### src/json_string_unescape_utf8_core_defines.svh
// Assertion macros for the JSON string unescape core.
// Used by the queue and output stage; expects clk and rst_n in scope.
`ifndef JSON_STRING_UNESCAPE_UTF8_CORE_DEFINES_SVH
`define JSON_STRING_UNESCAPE_UTF8_CORE_DEFINES_SVH

// same-cycle implication
`define JSU_ASSERT_IMP(label, ante, cons, msg) \
  label: assert property (@(posedge clk) disable iff (!rst_n) (ante) |-> (cons)) \
    else $error(msg);

// next-cycle implication
`define JSU_ASSERT_NXT(label, ante, cons, msg) \
  label: assert property (@(posedge clk) disable iff (!rst_n) (ante) |=> (cons)) \
    else $error(msg);

`endif

### src/jsu_pkg.sv
// Shared types and constants for the JSON string unescape core.
// No dependencies.
package jsu_pkg;

  localparam logic [1:0] KIND_DATA = 2'd0;
  localparam logic [1:0] KIND_END  = 2'd1;
  localparam logic [1:0] KIND_ERR  = 2'd2;

  localparam logic [7:0] CH_QUOTE = 8'h22;
  localparam logic [7:0] CH_BSL   = 8'h5c;
  localparam logic [7:0] CH_SLASH = 8'h2f;
  localparam logic [7:0] CH_B     = 8'h62;
  localparam logic [7:0] CH_F     = 8'h66;
  localparam logic [7:0] CH_N     = 8'h6e;
  localparam logic [7:0] CH_R     = 8'h72;
  localparam logic [7:0] CH_T     = 8'h74;
  localparam logic [7:0] CH_U     = 8'h75;
  localparam logic [7:0] CH_SPACE = 8'h20;

  localparam logic [5:0] SURR_HI = 6'b110110;  // D800-DBFF
  localparam logic [5:0] SURR_LO = 6'b110111;  // DC00-DFFF

  typedef enum logic [3:0] {
    M_IDLE,
    M_STR,
    M_ESC,
    M_HEX0,
    M_HEX1,
    M_HEX2,
    M_HEX3,
    M_WBS,
    M_WU,
    M_LHEX0,
    M_LHEX1,
    M_LHEX2,
    M_LHEX3
  } mode_t;

  // Results of one input byte; b[0] goes out first, cnt is count minus one.
  typedef struct packed {
    logic [1:0]      kind;
    logic [1:0]      cnt;
    logic [3:0][7:0] b;
  } pkt_t;

  typedef struct packed {
    logic full;
    logic empty;
  } q_stat_t;

endpackage

### src/json_string_unescape_utf8_core.sv
// Top level of the streaming JSON string unescape / UTF-8 encode core.
// Depends on jsu_pkg, jsu_front, jsu_fifo and jsu_back.
//
// Input channel (in_*): one text byte per word; in_tlast marks end of text
// (the byte is then ignored). A string starts with a double quote.
// Output channel (out_*): one result per word. out_tuser is the kind
// (0 decoded byte, 1 string ended, 2 invalid input), out_tdata the decoded
// byte (zero for kinds 1 and 2), out_tlast flags the final word caused by one
// input word. Escapes and hex digits give no output until the escape ends;
// a \u escape gives 1 to 4 UTF-8 bytes.
// With the output stage idle, the packet of an accepted input word is written
// into the queue and then loaded into the output register, where its first
// word is valid. The decoder takes one input word per cycle while the packet
// queue (QUEUE_DEPTH entries) has room; the output side sends one word per
// cycle while out_tready is high, one word per result byte or status.
// Reset (rst_n low, synchronous) empties the queue and returns the decoder to
// waiting for an opening quote. If out_tready is held low, the queue fills and
// in_tready drops; nothing is lost or reordered.
module json_string_unescape_utf8_core #(
  parameter int QUEUE_DEPTH = 4  // 2 or more
) (
  input  logic       clk,
  input  logic       rst_n,
  input  logic       in_tvalid,
  output logic       in_tready,
  input  logic [7:0] in_tdata,   // [7:0] in_byte
  input  logic       in_tlast,   // end_of_text
  output logic       out_tvalid,
  input  logic       out_tready,
  output logic [7:0] out_tdata,  // [7:0] data_byte
  output logic [1:0] out_tuser,  // [1:0] kind
  output logic       out_tlast   // last
);

  logic              accept;
  logic              push;
  logic              pop;
  jsu_pkg::pkt_t     wr_pkt;
  jsu_pkg::pkt_t     rd_pkt;
  jsu_pkg::q_stat_t  q_stat;

  assign in_tready = !q_stat.full;
  assign accept    = in_tvalid && in_tready;

  jsu_front u_front (
    .clk     (clk),
    .rst_n   (rst_n),
    .accept  (accept),
    .in_byte (in_tdata),
    .in_eot  (in_tlast),
    .push    (push),
    .pkt     (wr_pkt)
  );

  jsu_fifo #(
    .DEPTH (QUEUE_DEPTH)
  ) u_fifo (
    .clk     (clk),
    .rst_n   (rst_n),
    .push    (push),
    .wr_data (wr_pkt),
    .pop     (pop),
    .rd_data (rd_pkt),
    .stat    (q_stat)
  );

  jsu_back u_back (
    .clk       (clk),
    .rst_n     (rst_n),
    .q_data    (rd_pkt),
    .q_empty   (q_stat.empty),
    .q_pop     (pop),
    .out_valid (out_tvalid),
    .out_ready (out_tready),
    .out_byte  (out_tdata),
    .out_kind  (out_tuser),
    .out_last  (out_tlast)
  );

endmodule

### src/jsu_front.sv
// Front decoder: per-byte escape / \u state machine, builds a result packet.
// Depends on jsu_pkg.
module jsu_front (
  input  logic            clk,
  input  logic            rst_n,
  input  logic            accept,
  input  logic [7:0]      in_byte,
  input  logic            in_eot,
  output logic            push,
  output jsu_pkg::pkt_t   pkt
);

  jsu_pkg::mode_t mode_r, mode_nxt;
  logic [11:0]    acc_r, acc_nxt;
  logic [9:0]     hs_r, hs_nxt;

  function automatic logic [4:0] hex_val(input logic [7:0] c);
    // {valid, value}
    logic [4:0] r;
    r = 5'd0;
    if (c >= 8'h30 && c <= 8'h39)      r = {1'b1, c[3:0]};
    else if ((c >= 8'h61 && c <= 8'h66) || (c >= 8'h41 && c <= 8'h46))
      r = {1'b1, c[3:0] + 4'd9};
    return r;
  endfunction

  function automatic jsu_pkg::pkt_t utf8_pkt(input logic [20:0] cp);
    jsu_pkg::pkt_t p;
    p      = '0;
    p.kind = jsu_pkg::KIND_DATA;
    if (cp <= 21'h7f) begin
      p.cnt  = 2'd0;
      p.b[0] = cp[7:0];
    end else if (cp <= 21'h7ff) begin
      p.cnt  = 2'd1;
      p.b[0] = {3'b110, cp[10:6]};
      p.b[1] = {2'b10, cp[5:0]};
    end else if (cp <= 21'hffff) begin
      p.cnt  = 2'd2;
      p.b[0] = {4'b1110, cp[15:12]};
      p.b[1] = {2'b10, cp[11:6]};
      p.b[2] = {2'b10, cp[5:0]};
    end else begin
      p.cnt  = 2'd3;
      p.b[0] = {5'b11110, cp[20:18]};
      p.b[1] = {2'b10, cp[17:12]};
      p.b[2] = {2'b10, cp[11:6]};
      p.b[3] = {2'b10, cp[5:0]};
    end
    return p;
  endfunction

  always_ff @(posedge clk) begin
    if (!rst_n) begin
      mode_r <= jsu_pkg::M_IDLE;
      acc_r  <= '0;
      hs_r   <= '0;
    end else begin
      mode_r <= mode_nxt;
      acc_r  <= acc_nxt;
      hs_r   <= hs_nxt;
    end
  end

  always_comb begin
    logic [4:0]  hv;
    logic [15:0] v;
    logic [20:0] cp;
    logic        err;
    hv       = hex_val(in_byte);
    v        = {acc_r, hv[3:0]};
    cp       = 21'h10000 + {1'b0, hs_r, v[9:0]};
    err      = 1'b0;
    mode_nxt = mode_r;
    acc_nxt  = acc_r;
    hs_nxt   = hs_r;
    push     = 1'b0;
    pkt      = '0;
    if (accept) begin
      if (mode_r == jsu_pkg::M_IDLE) begin
        if (!in_eot) begin
          if (in_byte == jsu_pkg::CH_QUOTE) mode_nxt = jsu_pkg::M_STR;
          else                              err = 1'b1;
        end
      end else if (in_eot) begin
        err = 1'b1;
      end else begin
        unique case (mode_r)
          jsu_pkg::M_STR: begin
            if (in_byte == jsu_pkg::CH_QUOTE) begin
              mode_nxt = jsu_pkg::M_IDLE;
              push     = 1'b1;
              pkt.kind = jsu_pkg::KIND_END;
            end else if (in_byte < jsu_pkg::CH_SPACE) begin
              err = 1'b1;
            end else if (in_byte == jsu_pkg::CH_BSL) begin
              mode_nxt = jsu_pkg::M_ESC;
            end else begin
              push     = 1'b1;
              pkt.kind = jsu_pkg::KIND_DATA;
              pkt.b[0] = in_byte;
            end
          end
          jsu_pkg::M_ESC: begin
            push     = 1'b1;
            pkt.kind = jsu_pkg::KIND_DATA;
            mode_nxt = jsu_pkg::M_STR;
            unique case (in_byte)
              jsu_pkg::CH_QUOTE: pkt.b[0] = jsu_pkg::CH_QUOTE;
              jsu_pkg::CH_BSL:   pkt.b[0] = jsu_pkg::CH_BSL;
              jsu_pkg::CH_SLASH: pkt.b[0] = jsu_pkg::CH_SLASH;
              jsu_pkg::CH_B:     pkt.b[0] = 8'h08;
              jsu_pkg::CH_F:     pkt.b[0] = 8'h0c;
              jsu_pkg::CH_N:     pkt.b[0] = 8'h0a;
              jsu_pkg::CH_R:     pkt.b[0] = 8'h0d;
              jsu_pkg::CH_T:     pkt.b[0] = 8'h09;
              jsu_pkg::CH_U: begin
                push     = 1'b0;
                acc_nxt  = '0;
                mode_nxt = jsu_pkg::M_HEX0;
              end
              default: err = 1'b1;
            endcase
          end
          jsu_pkg::M_WBS: begin
            if (in_byte == jsu_pkg::CH_BSL) mode_nxt = jsu_pkg::M_WU;
            else                            err = 1'b1;
          end
          jsu_pkg::M_WU: begin
            if (in_byte == jsu_pkg::CH_U) begin
              acc_nxt  = '0;
              mode_nxt = jsu_pkg::M_LHEX0;
            end else begin
              err = 1'b1;
            end
          end
          jsu_pkg::M_HEX0, jsu_pkg::M_HEX1, jsu_pkg::M_HEX2,
          jsu_pkg::M_LHEX0, jsu_pkg::M_LHEX1, jsu_pkg::M_LHEX2: begin
            if (!hv[4]) begin
              err = 1'b1;
            end else begin
              acc_nxt = v[11:0];
              unique case (mode_r)
                jsu_pkg::M_HEX0:  mode_nxt = jsu_pkg::M_HEX1;
                jsu_pkg::M_HEX1:  mode_nxt = jsu_pkg::M_HEX2;
                jsu_pkg::M_HEX2:  mode_nxt = jsu_pkg::M_HEX3;
                jsu_pkg::M_LHEX0: mode_nxt = jsu_pkg::M_LHEX1;
                jsu_pkg::M_LHEX1: mode_nxt = jsu_pkg::M_LHEX2;
                default:          mode_nxt = jsu_pkg::M_LHEX3;
              endcase
            end
          end
          jsu_pkg::M_HEX3: begin
            if (!hv[4] || v[15:10] == jsu_pkg::SURR_LO) begin
              err = 1'b1;
            end else if (v[15:10] == jsu_pkg::SURR_HI) begin
              hs_nxt   = v[9:0];
              mode_nxt = jsu_pkg::M_WBS;
            end else begin
              push     = 1'b1;
              pkt      = utf8_pkt({5'd0, v});
              mode_nxt = jsu_pkg::M_STR;
            end
          end
          jsu_pkg::M_LHEX3: begin
            if (!hv[4] || v[15:10] != jsu_pkg::SURR_LO) begin
              err = 1'b1;
            end else begin
              push     = 1'b1;
              pkt      = utf8_pkt(cp);
              mode_nxt = jsu_pkg::M_STR;
            end
          end
          default: err = 1'b1;
        endcase
      end
      if (err) begin
        mode_nxt = jsu_pkg::M_IDLE;
        acc_nxt  = '0;
        hs_nxt   = '0;
        push     = 1'b1;
        pkt      = '0;
        pkt.kind = jsu_pkg::KIND_ERR;
      end
    end
  end

endmodule

### src/jsu_fifo.sv
// Packet queue between the decoder and the output stage.
// Depends on jsu_pkg and the core defines header.
`include "json_string_unescape_utf8_core_defines.svh"
module jsu_fifo #(
  parameter int DEPTH = 4  // 2 or more
) (
  input  logic              clk,
  input  logic              rst_n,
  input  logic              push,
  input  jsu_pkg::pkt_t     wr_data,
  input  logic              pop,
  output jsu_pkg::pkt_t     rd_data,
  output jsu_pkg::q_stat_t  stat
);

  localparam int PTR_W = $clog2(DEPTH);
  localparam int CNT_W = $clog2(DEPTH + 1);

  jsu_pkg::pkt_t    mem_r [DEPTH];
  logic [PTR_W-1:0] wr_ptr_r, rd_ptr_r;
  logic [CNT_W-1:0] cnt_r;

  assign stat.full  = (cnt_r == CNT_W'(DEPTH));
  assign stat.empty = (cnt_r == '0);
  assign rd_data    = mem_r[rd_ptr_r];

  always_ff @(posedge clk) begin
    if (push) begin
      mem_r[wr_ptr_r] <= wr_data;
    end
  end

  always_ff @(posedge clk) begin
    if (!rst_n) begin
      wr_ptr_r <= '0;
      rd_ptr_r <= '0;
      cnt_r    <= '0;
    end else begin
      if (push) begin
        wr_ptr_r <= (wr_ptr_r == PTR_W'(DEPTH - 1)) ? '0 : wr_ptr_r + 1'b1;
      end
      if (pop) begin
        rd_ptr_r <= (rd_ptr_r == PTR_W'(DEPTH - 1)) ? '0 : rd_ptr_r + 1'b1;
      end
      if (push && !pop)      cnt_r <= cnt_r + 1'b1;
      else if (pop && !push) cnt_r <= cnt_r - 1'b1;
    end
  end

  `JSU_ASSERT_IMP(a_no_overflow, push, !stat.full, "packet pushed into full queue")
  `JSU_ASSERT_IMP(a_no_underflow, pop, !stat.empty, "packet popped from empty queue")

endmodule

### src/jsu_back.sv
// Output stage: holds a packet, sends one word per cycle while out_ready is high.
// Depends on jsu_pkg and the core defines header.
`include "json_string_unescape_utf8_core_defines.svh"
module jsu_back (
  input  logic              clk,
  input  logic              rst_n,
  input  jsu_pkg::pkt_t     q_data,
  input  logic              q_empty,
  output logic              q_pop,
  output logic              out_valid,
  input  logic              out_ready,
  output logic [7:0]        out_byte,
  output logic [1:0]        out_kind,
  output logic              out_last
);

  jsu_pkg::pkt_t cur_r;
  logic [1:0]    idx_r;
  logic          vld_r;
  logic          xfer;
  logic          done;

  assign xfer      = vld_r && out_ready;
  assign out_last  = (idx_r == cur_r.cnt);
  assign done      = xfer && out_last;
  assign q_pop     = (!vld_r || done) && !q_empty;
  assign out_valid = vld_r;
  assign out_byte  = cur_r.b[idx_r];
  assign out_kind  = cur_r.kind;

  always_ff @(posedge clk) begin
    if (q_pop) begin
      cur_r <= q_data;
    end
  end

  always_ff @(posedge clk) begin
    if (!rst_n) begin
      vld_r <= 1'b0;
      idx_r <= '0;
    end else if (q_pop) begin
      vld_r <= 1'b1;
      idx_r <= '0;
    end else if (done) begin
      vld_r <= 1'b0;
    end else if (xfer) begin
      idx_r <= idx_r + 1'b1;
    end
  end

  `JSU_ASSERT_IMP(a_single_status, vld_r && cur_r.kind != jsu_pkg::KIND_DATA,
                  cur_r.cnt == 2'd0 && cur_r.b == '0, "end or error packet not a lone zero word")
  `JSU_ASSERT_NXT(a_drain_idle, done && q_empty, !vld_r,
                  "output stage still valid after last word with empty queue")

endmodule
### config.mk
export PLATFORM = sky130hd
export DESIGN_NAME = json_string_unescape_utf8_core
export DESIGN_NICKNAME = d
export VERILOG_FILES = /design/src/jsu_pkg.sv /design/src/json_string_unescape_utf8_core.sv /design/src/jsu_front.sv /design/src/jsu_fifo.sv /design/src/jsu_back.sv
export VERILOG_INCLUDE_DIRS = /design/src /design/src/src
export SDC_FILE = /design/constraint.sdc
export NUM_CORES = 1
export LEC_CHECK = 0
export BUFFER_PORTS_ARGS = -buffer_cell sky130_fd_sc_hd__buf_2
export CAP_MARGIN = 20
export CORE_ASPECT_RATIO = 0.7
export CORE_UTILIZATION = 40
export DETAILED_ROUTE_END_ITERATION = 12
export MAX_ROUTING_LAYER = met4
export PLACE_DENSITY_LB_ADDON = 0.1
export SYNTH_ARGS = -nofsm -noshare
export SYNTH_HDL_FRONTEND = slang
export SYNTH_SLANG_ARGS = --single-unit
### constraint.sdc
create_clock -name clk -period 5.1 [get_ports clk]
set_input_delay 0.255 -clock clk [delete_from_list [all_inputs] [get_ports clk]]
set_output_delay 0.255 -clock clk [all_outputs]
set_load 0.02 [all_outputs]
==> summary.md, run 1 <==
| Metric | Value |
|---|---|
| Leakage | 3.37 nW |
| Main area contributors after synthesis | edfxtp_1 (51%), mux4_2 (9.4%), dfxtp_1 (7.7%), nand2_1 (2.1%), nor2_1 (1.8%) |
| WP depth | 16 |
| Initial core utilization | 40.9% |
| Share of cells above drive strength 1 | a little under a fifth |
| Residual DRC | 0 |
| Bufs and invs on worst path | 4 |
| Max Used Layer | met4 |
| Vias in the first global route | roughly 6000 |
| Synth area leader | edfxtp_1 |
| Worst setup path end | u_fifo.cnt_r[2] |
| Setup TNS | 0 ps |
| Reg-to-Reg End | u_fifo.cnt_r[2] |
| Pin count of the biggest net entering global routing | 36 |
| First-pass GRT wire length | around 36000 um |
| Clock sinks | around 200 |
| Hpwl dp | between 15000 and 20000 um |
| Crit-path max FO | 17 |
| Tcrit/Tclk final | between 90 and 100% |
| Layout area overhead | 11.1% |
| Crit-path leading delay family | simple AND/OR/NAND/NOR gates |
| Met2 wire length | 10300 um |
| Initial antenna violation count | 0 |
| Gate Count Post-Synth | roughly 700 |
| Congestion Overflow GR | 0 |
| Vias per cell | 5.83 |
| Syn avg cell area | about 13 sq um |
| Clk_lat worst skew | 440 ps |
| Flop2flop setup slack | ~400 ps |
| Layout fillers | 2060 |
| Hold slack | 152 ps |
| Pwr Density | slightly below 400 nW/um^2 |
| Synth Net Count | roughly 730 |
| Slowest stage delay, CP | about 700 ps |
| Setup WS pre-CTS | approximately 350 ps |
| Clock-pin slew of the registers on the worst-case setup and hold paths | about 70 ps |
| Met3 wire len | 1620 um |
| Width of the die | 185 um |
| Sequential area share after synthesis | 59.2% |
| Peak supply drop | around 0.27 mV |
| Arr. time, crit path | 5070 ps |
| Peak Freq | approximately 210 MHz |
| RR Startpoint | u_front.mode_r[1] |
| Routed WL | between 20000 and 25000 um |
| CP max-delay cell | dfxtp_1 |
| Primary FF master, synth | edfxtp_1 |
| Worst Slack Setup Final | a little under 400 ps |
| Fin nets | between 700 and 800 |
| Min-Delay Path Class | input pin to flop |
| CP Capture Type | flop |
| Die footprint | between 20000 and 25000 sq um |
| Synth warn | 0 |
| Number of synthesized register bits | 196 |
| Core area | ~23000 sq um |
| Count of cell types in the netlist | 77 |
| Mapped Area | ~9300 sq um |
| TritonCTS clock tree | built |
| Row cnt | between 40 and 50 |
| Slew Limit Fails | 0 |
| Setup crit start | u_front.mode_r[1] |
| Status | finished, final reports clean |
| Post-synth ARST share | 0% |
| Final hold vios | 0 |
| EDFF count, synth | 160 |
| CP required | roughly 5500 ps |
| GPL Wtd Cong | ~0.93 |
| DRT met1 WL | about 11000 um |
| Startpoint types | flop |
| DR iter-0 viols | ~590 |
| GRT Overall Usage | about a fifth |
| Via count | between 6000 and 7000 |
| CP most frequent cell | inv_1 |
| Slew Limit Headroom | between 40% and 50% |
| CTS Buffer Depth | 2 |
| Critical path cell sequence | nand2b_1 > nor3_2 > nand2_1 > or4_1 > and3_1 > or2_2 > inv_1 > a21oi_1 > buf_4 > inv_1 > ha_1 > inv_1 > fa_1 > xor2_1 > or3_1 > a21boi_0 |
| Least-Margin Pin Slew | 842 ps |
| IO Pins | 26 |
| Setup violators final | 0 |
| Area share of the largest cell type after synthesis | a little over 50% |
| Antenna-violating nets left | 0 |
| IO buf count | 25 |
| CTS root buf | clkbuf_16 |
| Post-layout minimum cycle time | 4700 ps |
| Skew final | ~12 ps |
| RSZ-0062 raised after global routing | no |
| CTS HTree Levels | 4 |
| Critical path class | flop to flop |
| Max-Cap Viols | 0 |
| DR pass1 iterations | 6 |
| CTS Buf Count | 17 |
| Post-DR wirelength/cell | approximately 22 um |
| R2R depth | 16 |
| Die height | 130 um |
| Antenna diode count | 0 |
-- report_power, final --
part / leakage, nW / switching [mW] / internal (mW)
combinational: 1.35 / 0.446 / 0.343
clock: 0.257 / 0.585 / 0.668
sequential: 1.76 / 0.0749 / 1.99
total: 3.37 / 1.11 / 3.00
-- cell type report --
class | count | area (sq um) | area share (%)
tap | 312 | 390 | 3.77
multi-input combinational | 446 | 3590 | 34.6
timing repair buffer | 40 | 235 | 2.27
inverter | 20 | 77.6 | 0.748
clock inverter | 9 | 70.1 | 0.676
sequential | 196 | 5530 | 53.3
clock buffer | 23 | 478 | 4.61
-- layout by cell type, fill, tap and decap left out, types with 9 or more instances in the layout --
cell	netlist	routed
nand2b_1	10	10
and2_1	11	11
nor3_1	10	9
a22o_1	16	16
o22ai_1	9	9
clkbuf_16	0	17
a21boi_0	16	16
buf_4	2	14
nor2b_1	13	9
nor2_1	45	45
edfxtp_1	160	160
mux2i_1	9	9
inv_1	19	19
o21ai_0	17	17
mux4_2	39	39
buf_2	3	25
nand3_1	29	29
a21oi_1	28	28
dfxtp_1	36	35
ha_1	13	13
nand2_1	53	53
-- worst reg2reg max path, stage by stage (launching register included) --
cell,delay [ps]
dfxtp_1,700
nand2b_1,260
nor3_2,340
nand2_1,110
or4_1,560
and3_1,240
or2_2,430
inv_1,210
a21oi_1,170
buf_4,240
inv_1,70
ha_1,180
inv_1,70
fa_1,420
xor2_1,170
or3_1,290
a21boi_0,160
-- cells by family after synthesis --
family | after synthesis | share of synthesized area [%]
buf+inv | 62 | 2.72
xor+xnor | 7 | 0.657
compound gates | 140 | 11.0
fa+ha+maj | 15 | 2.06
simple gates | 232 | 13.4
flops | 196 | 59.2
mux | 52 | 10.9
-- synthesized netlist by cell type, types with 7 or more instances --
master / n
edfxtp_1: 160
nand2_1: 53
nor2_1: 45
mux4_2: 39
dfxtp_1: 36
clkbuf_1: 31
nand3_1: 29
a21oi_1: 28
inv_1: 19
o21ai_0: 17
a21boi_0: 16
a22o_1: 16
ha_1: 13
nor2b_1: 13
and2_1: 11
nand2b_1: 10
nor3_1: 10
mux2i_1: 9
o22ai_1: 9
nand4_1: 8
or3_1: 7
-- stage by stage --
step / area, sq um / util, % / total power [mW] / cells
floorplan: 9330 / - / 2.67 / 704
global placement: 9800 / 43.0 / 2.89 / 1012
detailed placement: 9800 / 43.0 / 2.91 / 1012
CTS: 10300 / 45.4 / 4.16 / 1044
global route: 10400 / 45.5 / 4.29 / 1046
finish: 10400 / 45.5 / 4.11 / 1046
-- what timing repair did --
| action | in CTS | in global routing |
|---|---|---|
| hold buffers | 0 | 0 |
| resized for setup | 0 | 1 |
| endpoints found under the setup margin | 0 | 1 |
| setup buffers | 0 | 0 |
-- worst min-delay path by stage --
stage,start,to,depth (start not counted)
6_report,out_tready,u_back.out_valid,4
5_1_grt,out_tready,u_back.out_valid,4
4_1_cts,out_tready,u_back.out_valid,4
3_5_place_dp,u_back.out_valid,u_back.out_valid,2
3_3_place_gp,u_fifo.cnt_r[2],u_fifo.cnt_r[2],2
2_1_floorplan,rst_n,u_fifo.wr_ptr_r[0],2
-- sequential cells by signal, indices dropped and copies added (netlist names) --
signal and flops:
u_fifo.mem_r 128, u_back.cur_r 30, u_front.acc_r 12, u_front.hs_r 10, u_front.mode_r 4, u_fifo.cnt_r 3
u_back.idx_r 2, u_back.out_kind 2, u_fifo.rd_ptr_r 2, u_fifo.wr_ptr_r 2, u_back.out_valid 1
-- routing by layer --
metal | GRT usage, % | vias up
li1 | - | 2780
met1 | 29.2 | 3102
met2 | 31.2 | 197
met3 | 5.39 | 21
met4 | 5.29 | 0
met5 | - | -
(Power assumes the default switching activity.)
==> run 2, diff against run 1 <==
BUFFER_PORTS_ARGS = -buffer_cell sky130_fd_sc_hd__buf_4   (was -buffer_cell sky130_fd_sc_hd__buf_2)
SETUP_SLACK_MARGIN = 0.02   (was default)
==> summary.md, run 2 (synthesis gave the netlist of run 1 again) <==
| Metric | Value |
|---|---|
| Largest regs | u_fifo.mem_r x128, u_back.cur_r x30, u_front.acc_r x12 |
| Startpoint types | flop |
| Slew Limit Headroom | 27.8% (-14 points) |
| Antenna-violating nets left | 0 (unchanged) |
| Initial core utilization | 40.9% (unchanged) |
| Clock-pin slew of the registers on the worst-case setup and hold paths | 70 ps (about the same) |
| Clock sinks | 196 (unchanged) |
| Hold slack | 158 ps (+6.38 ps) |
| Post-CTS Resized | 0 (unchanged) |
| Vias per cell | 5.80 (-0.62%) |
| Vias in the first global route | 5903 (-1.4%) |
| TritonCTS clock tree | built |
| Initial antenna violation count | 0 (unchanged) |
| DR pass1 iterations | 5 (-1) |
| CTS Buf Count | 17 (unchanged) |
| Flip-flop count of the largest register after layout | 128 (unchanged) |
| RSZ-0062 raised after global routing | no |
| Residual DRC | 0 (unchanged) |
| Tcrit/Tclk final | 90.4% (-1.8 points) |
| Antenna diode count | 0 (unchanged) |
| Die height | 130 um (unchanged) |
| Fin nets | 750 (+0.27%) |
| CP required | 5460 ps (about the same) |
| CTS root buf | clkbuf_16 |
| Width of the die | 185 um (unchanged) |
| Crit-path max FO | 17 (unchanged) |
| Register area | 5530 sq um (unchanged) |
| Congestion Overflow GR | 0 (unchanged) |
| Setup violators final | 0 (unchanged) |
| Post-DR wirelength/cell | 22.0 um (-1.0%) |
| IO Pins | 26 (unchanged) |
| Peak supply drop | 0.304 mV (+14%) |
| Via count | 6074 (-0.43%) |
| Routed WL | 23100 um (-0.82%) |
| CTS Buffer Depth | 2 (unchanged) |
| Arr. time, crit path | 4970 ps (-100 ps) |
| Core area | 22800 sq um (unchanged) |
| Layout area overhead | 12.3% |
| GPL Wtd Cong | 0.904 (-2.3%) |
| Setup TNS | 0 ps (unchanged) |
| Skew final | 10.2 ps (-2.25 ps) |
| Slew Limit Fails | 0 (unchanged) |
| Top reg by flops | u_fifo.mem_r |
| Post-layout minimum cycle time | 4610 ps (-94.2 ps) |
| CP Capture Type | flop |
| CTS HTree Levels | 4 (unchanged) |
| Die footprint | 24000 sq um (unchanged) |
| DR iter-0 viols | 621 (+4.7%) |
| Final hold vios | 0 (unchanged) |
| Least-Margin Pin Slew | 1070 ps (+231 ps) |
| Share of cells above drive strength 1 | 18.5% (+0.086 points) |
| Most common library cell in the layout ignoring fill and taps | edfxtp_1 |
| IO buf count | 25 (unchanged) |
| First-pass GRT wire length | 35500 um (-0.39%) |
| Hold buffer count at CTS | 0 (unchanged) |
| Min-Delay Path Class | input pin to flop |
| Pwr Density | 400 nW/um^2 (+1.0%) |
| Most frequent cells in the layout | edfxtp_1 (160), nand2_1 (53), nor2_1 (45) |
| Hpwl dp | 16000 um (+1.2%) |
| Max-Cap Viols | 0 (unchanged) |
| Row cnt | 46 (unchanged) |
| Leakage | 3.42 nW (+1.7%) |
| Multi-input gate area | 3590 sq um (unchanged) |
| Post-CTS setup buffers | 0 (unchanged) |
| Layout fillers | 2052 (-0.39%) |
| Clk_lat worst skew | 430 ps (about the same) |
| GRT Overall Usage | 21.0% (-0.14 points) |
| Peak Freq | 217 MHz (+2.0%) |
| Status | finished, final reports clean |
| Pin count of the biggest net entering global routing | 36 (unchanged) |
| Critical path class | flop to flop |
## run 2: cell count changes in the layout (fill, tap and decap cells not counted)
cell,change
clkbuf_2,-1
buf_2,-25
buf_4,+28
bufinv_16,+1
clkbuf_8,+2
clkbuf_1,+1
clkinv_4,+2
inv_6,-3
clkinvlp_4,-3
## run 2: layout make-up
type,instances,share of cell area (%)
Sequential cell,196,52.8
Multi-Input combinational cell,446,34.3
Clock buffer,26,4.86
Tap cell,312,3.73
Timing Repair Buffer,42,3.01
Inverter,20,0.740
Clock inverter,6,0.657
## run 2: power by group
| part | leakage (nW) | internal, mW | switching (mW) |
|---|---|---|---|
| Sequential | 1.76 | 1.99 | 0.0751 |
| Clock | 0.281 | 0.742 | 0.558 |
| Combinational | 1.38 | 0.379 | 0.448 |
## run 2: final timing paths
path                            slack, ps         startpoint               end  cells past startpoint
worst min register to register        520   u_back.out_valid  u_back.out_valid                      2
worst max register to register        490  u_front.mode_r[1]   u_fifo.cnt_r[2]                     16
worst min-delay path                  160         out_tready  u_back.out_valid                      4
worst max-delay path                  490  u_front.mode_r[1]   u_fifo.cnt_r[2]                     16
## run 2: layer usage
metal  vias to the layer above  wire [um]  GRT usage (%)
met5                         -          0              -
met4                         0        262           5.34
met3                        22       1470           4.74
met2                       202       9930           29.9
met1                      3068      11400           30.3
li1                       2782          -              -
## run 2: metrics by stage
stage / total power, mW / cells / worst slack [ps] / cell area, sq um / util, %
final: 4.19 / 1048 / 490 / 10500 / 46.0
after global routing: 4.38 / 1048 / 173 / 10500 / 46.0
after CTS: 4.25 / 1047 / 371 / 10500 / 45.9
after detailed placement: 2.95 / 1015 / 366 / 9890 / 43.4
after global placement: 2.93 / 1015 / 533 / 9890 / 43.4
after floorplan: 2.67 / 704 / 873 / 9330 / -
## run 2: critical path, stage by stage (launching register included)
cell and delay [ps]:
dfxtp_1 670, nand2b_1 230, nor3_2 330, nand2_1 130, or4_1 550, and3_1 250, or2_2 430, inv_1 200
a21oi_1 140, buf_4 220, inv_1 60, ha_1 170, inv_1 70, fa_1 430, xor2_1 180, or3_1 300
a21boi_0 160
==> run 3, diff against run 2 <==
--- a/config.mk
+++ b/config.mk
@@ -16,2 +16,3 @@
 export SETUP_SLACK_MARGIN = 0.02
+export SLEW_MARGIN = 25
 export SYNTH_ARGS = -nofsm -noshare
==> constraint.sdc (replaced) <==
create_clock -name clk -period 5.1 [get_ports clk]
set_input_delay 0.51 -clock clk [delete_from_list [all_inputs] [get_ports clk]]
set_output_delay 0.51 -clock clk [all_outputs]
set_load 0.02 [all_outputs]
==> summary.md, run 3 (synthesis gave the netlist of run 1 again) <==
| Metric | Value |
|---|---|
| Status | finished, final reports clean |
| Fin nets | 747 (-0.40%) |
| Antenna-violating nets left | 0 (unchanged) |
| Startpoint types | flop |
| Width of the die | 185 um (unchanged) |
| Initial antenna violation count | 0 (unchanged) |
| Clock-pin slew of the registers on the worst-case setup and hold paths | 80 ps (about the same) |
| Row cnt | 46 (unchanged) |
| Clk_lat worst skew | 430 ps (about the same) |
| Tcrit/Tclk final | 88.5% (-1.9 points) |
| Leakage | 3.40 nW (-0.73%) |
| Top reg by flops | u_fifo.mem_r |
| CP Capture Type | flop |
| Least-Margin Pin Slew | 875 ps (-198 ps) |
| Arr. time, crit path | 4860 ps (-110 ps) |
| Routed WL | 23200 um (+0.65%) |
| Most common library cell in the layout ignoring fill and taps | edfxtp_1 |
| Pwr Density | 401 nW/um^2 (+0.13%) |
| Max-Cap Viols | 0 (unchanged) |
| CTS Buf Count | 17 (unchanged) |
| Via count | 6084 (+0.16%) |
| Min-Delay Path Class | input pin to flop |
| Peak Freq | 222 MHz (+2.2%) |
| Design Power | 4.19 mW (-0.13%) |
| Crit-path max FO | 17 (unchanged) |
| RSZ-0062 raised after global routing | no |
| Vias in the first global route | 6016 (+1.9%) |
| Peak supply drop | 0.370 mV (+22%) |
| Flop2flop setup slack | 590 ps (+100 ps) |
| Flip-flop count of the largest register after layout | 128 (unchanged) |
| Critical path cell sequence | nand2b_1 > nor3_1 > nand2_1 > or4_1 > and3_1 > or2_2 > inv_1 > a21oi_1 > inv_1 > ha_1 > inv_1 > fa_1 > xor2_1 > or3_1 > a21boi_0 |
| Final core area utilization | 45.8% (-0.12 points) |
| DR iter-0 viols | 592 (-4.7%) |
| Setup TNS | 0 ps (unchanged) |
| Post-CTS Resized | 0 (unchanged) |
| Hold buffer count at CTS | 0 (unchanged) |
| Congestion Overflow GR | 0 (unchanged) |
| Slew Limit Headroom | 41.1% (+13 points) |
| GRT Overall Usage | 21.4% (+0.37 points) |
| Share of cells above drive strength 1 | 18.7% (+0.21 points) |
| CP required | 5450 ps (about the same) |
| CTS Buffer Depth | 2 (unchanged) |
| IO buf count | 25 (unchanged) |
| Layout area overhead | 12.0% |
| Placed cell count | 1013 (-0.20%) |
| Setup violators final | 0 (unchanged) |
| First-pass GRT wire length | 36400 um (+2.4%) |
| Final hold vios | 0 (unchanged) |
| Core area | 22800 sq um (unchanged) |
| Worst hold path startpoint | out_tready |
| Residual DRC | 0 (unchanged) |
| Clock sinks | 196 (unchanged) |
| Die footprint | 24000 sq um (unchanged) |
| Skew final | 11.4 ps (+1.26 ps) |
| Die height | 130 um (unchanged) |
| CTS HTree Levels | 4 (unchanged) |
| Most frequent cells in the layout | edfxtp_1 (160), nand2_1 (53), nor2_1 (45) |
| Post-CTS setup buffers | 0 (unchanged) |
| TritonCTS clock tree | built |
| Final std cells w/o fill | 1046 (-0.19%) |
| Post-DR wirelength/cell | 22.2 um (+0.84%) |
| Setup crit start | u_front.mode_r[1] |
| CP most frequent cell | inv_1 |
| Post-layout minimum cycle time | 4510 ps (-98.5 ps) |
| GPL Wtd Cong | 0.929 (+2.7%) |
| Slew Limit Fails | 0 (unchanged) |
| RR Startpoint | u_front.mode_r[1] |
| IO Pins | 26 (unchanged) |
| Hpwl dp | 16100 um (+0.58%) |
| CTS root buf | clkbuf_16 |
| Pin count of the biggest net entering global routing | 36 (unchanged) |
| DR pass1 iterations | 5 (unchanged) |
| Largest regs | u_fifo.mem_r x128, u_back.cur_r x30, u_front.acc_r x12 |
| Critical path class | flop to flop |
| Vias per cell | 5.82 (+0.36%) |
| Slowest stage delay, CP | 640 ps (-30 ps) |
| CP max-delay cell | dfxtp_1 |
| Initial core utilization | 40.9% (unchanged) |
[run 3: power by group]
part           total [mW]  leakage (nW)  internal [mW]  switching, mW
Combinational       0.826          1.37          0.379          0.447
Clock                1.29         0.276          0.686          0.607
Sequential           2.07          1.76           1.99         0.0782
[run 3: layout make-up]
cell class,count,area [sq um]
diodes,1,2.50
clock inverters,15,145
clock buffers,17,425
fillers,2047,12300
well taps,312,390
multi-input cells,446,3590
inverters,20,77.6
flip-flops and latches,196,5530
repair buffers,39,293
[run 3: routing by layer]
| metal | vias up | track usage (%) | wire length, um |
|---|---|---|---|
| li1 | 2780 | - | - |
| met1 | 3087 | 30.7 | 11300 |
| met2 | 199 | 30.9 | 10200 |
| met3 | 18 | 4.30 | 1460 |
| met4 | 0 | 5.49 | 260 |
| met5 | - | - | 0 |
[run 3: path summary, 6_finish.rpt]
| check | to | depth (start not counted) |
|---|---|---|
| worst min register to register | u_back.out_valid | 2 |
| worst min-delay path | u_back.out_valid | 4 |
| worst max-delay path | u_fifo.cnt_r[2] | 15 |
| worst max register to register | u_fifo.cnt_r[2] | 15 |
[run 3: stage by stage]
| stage | hold WS, ps | instance area, sq um | setup WS [ps] |
|---|---|---|---|
| after CTS | 378 | 10400 | 575 |
| after global placement | 483 | 9870 | 773 |
| final | 414 | 10500 | 589 |
| after detailed placement | 514 | 9870 | 584 |
| after global routing | 444 | 10400 | 249 |
| after floorplan | 473 | 9330 | 702 |
[run 3: critical path: cells and delay by family (launching register included)]
kind	cells	cell delay, ps
AO/OA/AOI/OAI	2	270
XOR/XNOR	1	170
adder cells (fa/ha/maj)	2	610
buffers and inverters	3	340
flip-flops	1	640
AND/OR/NAND/NOR	7	2410
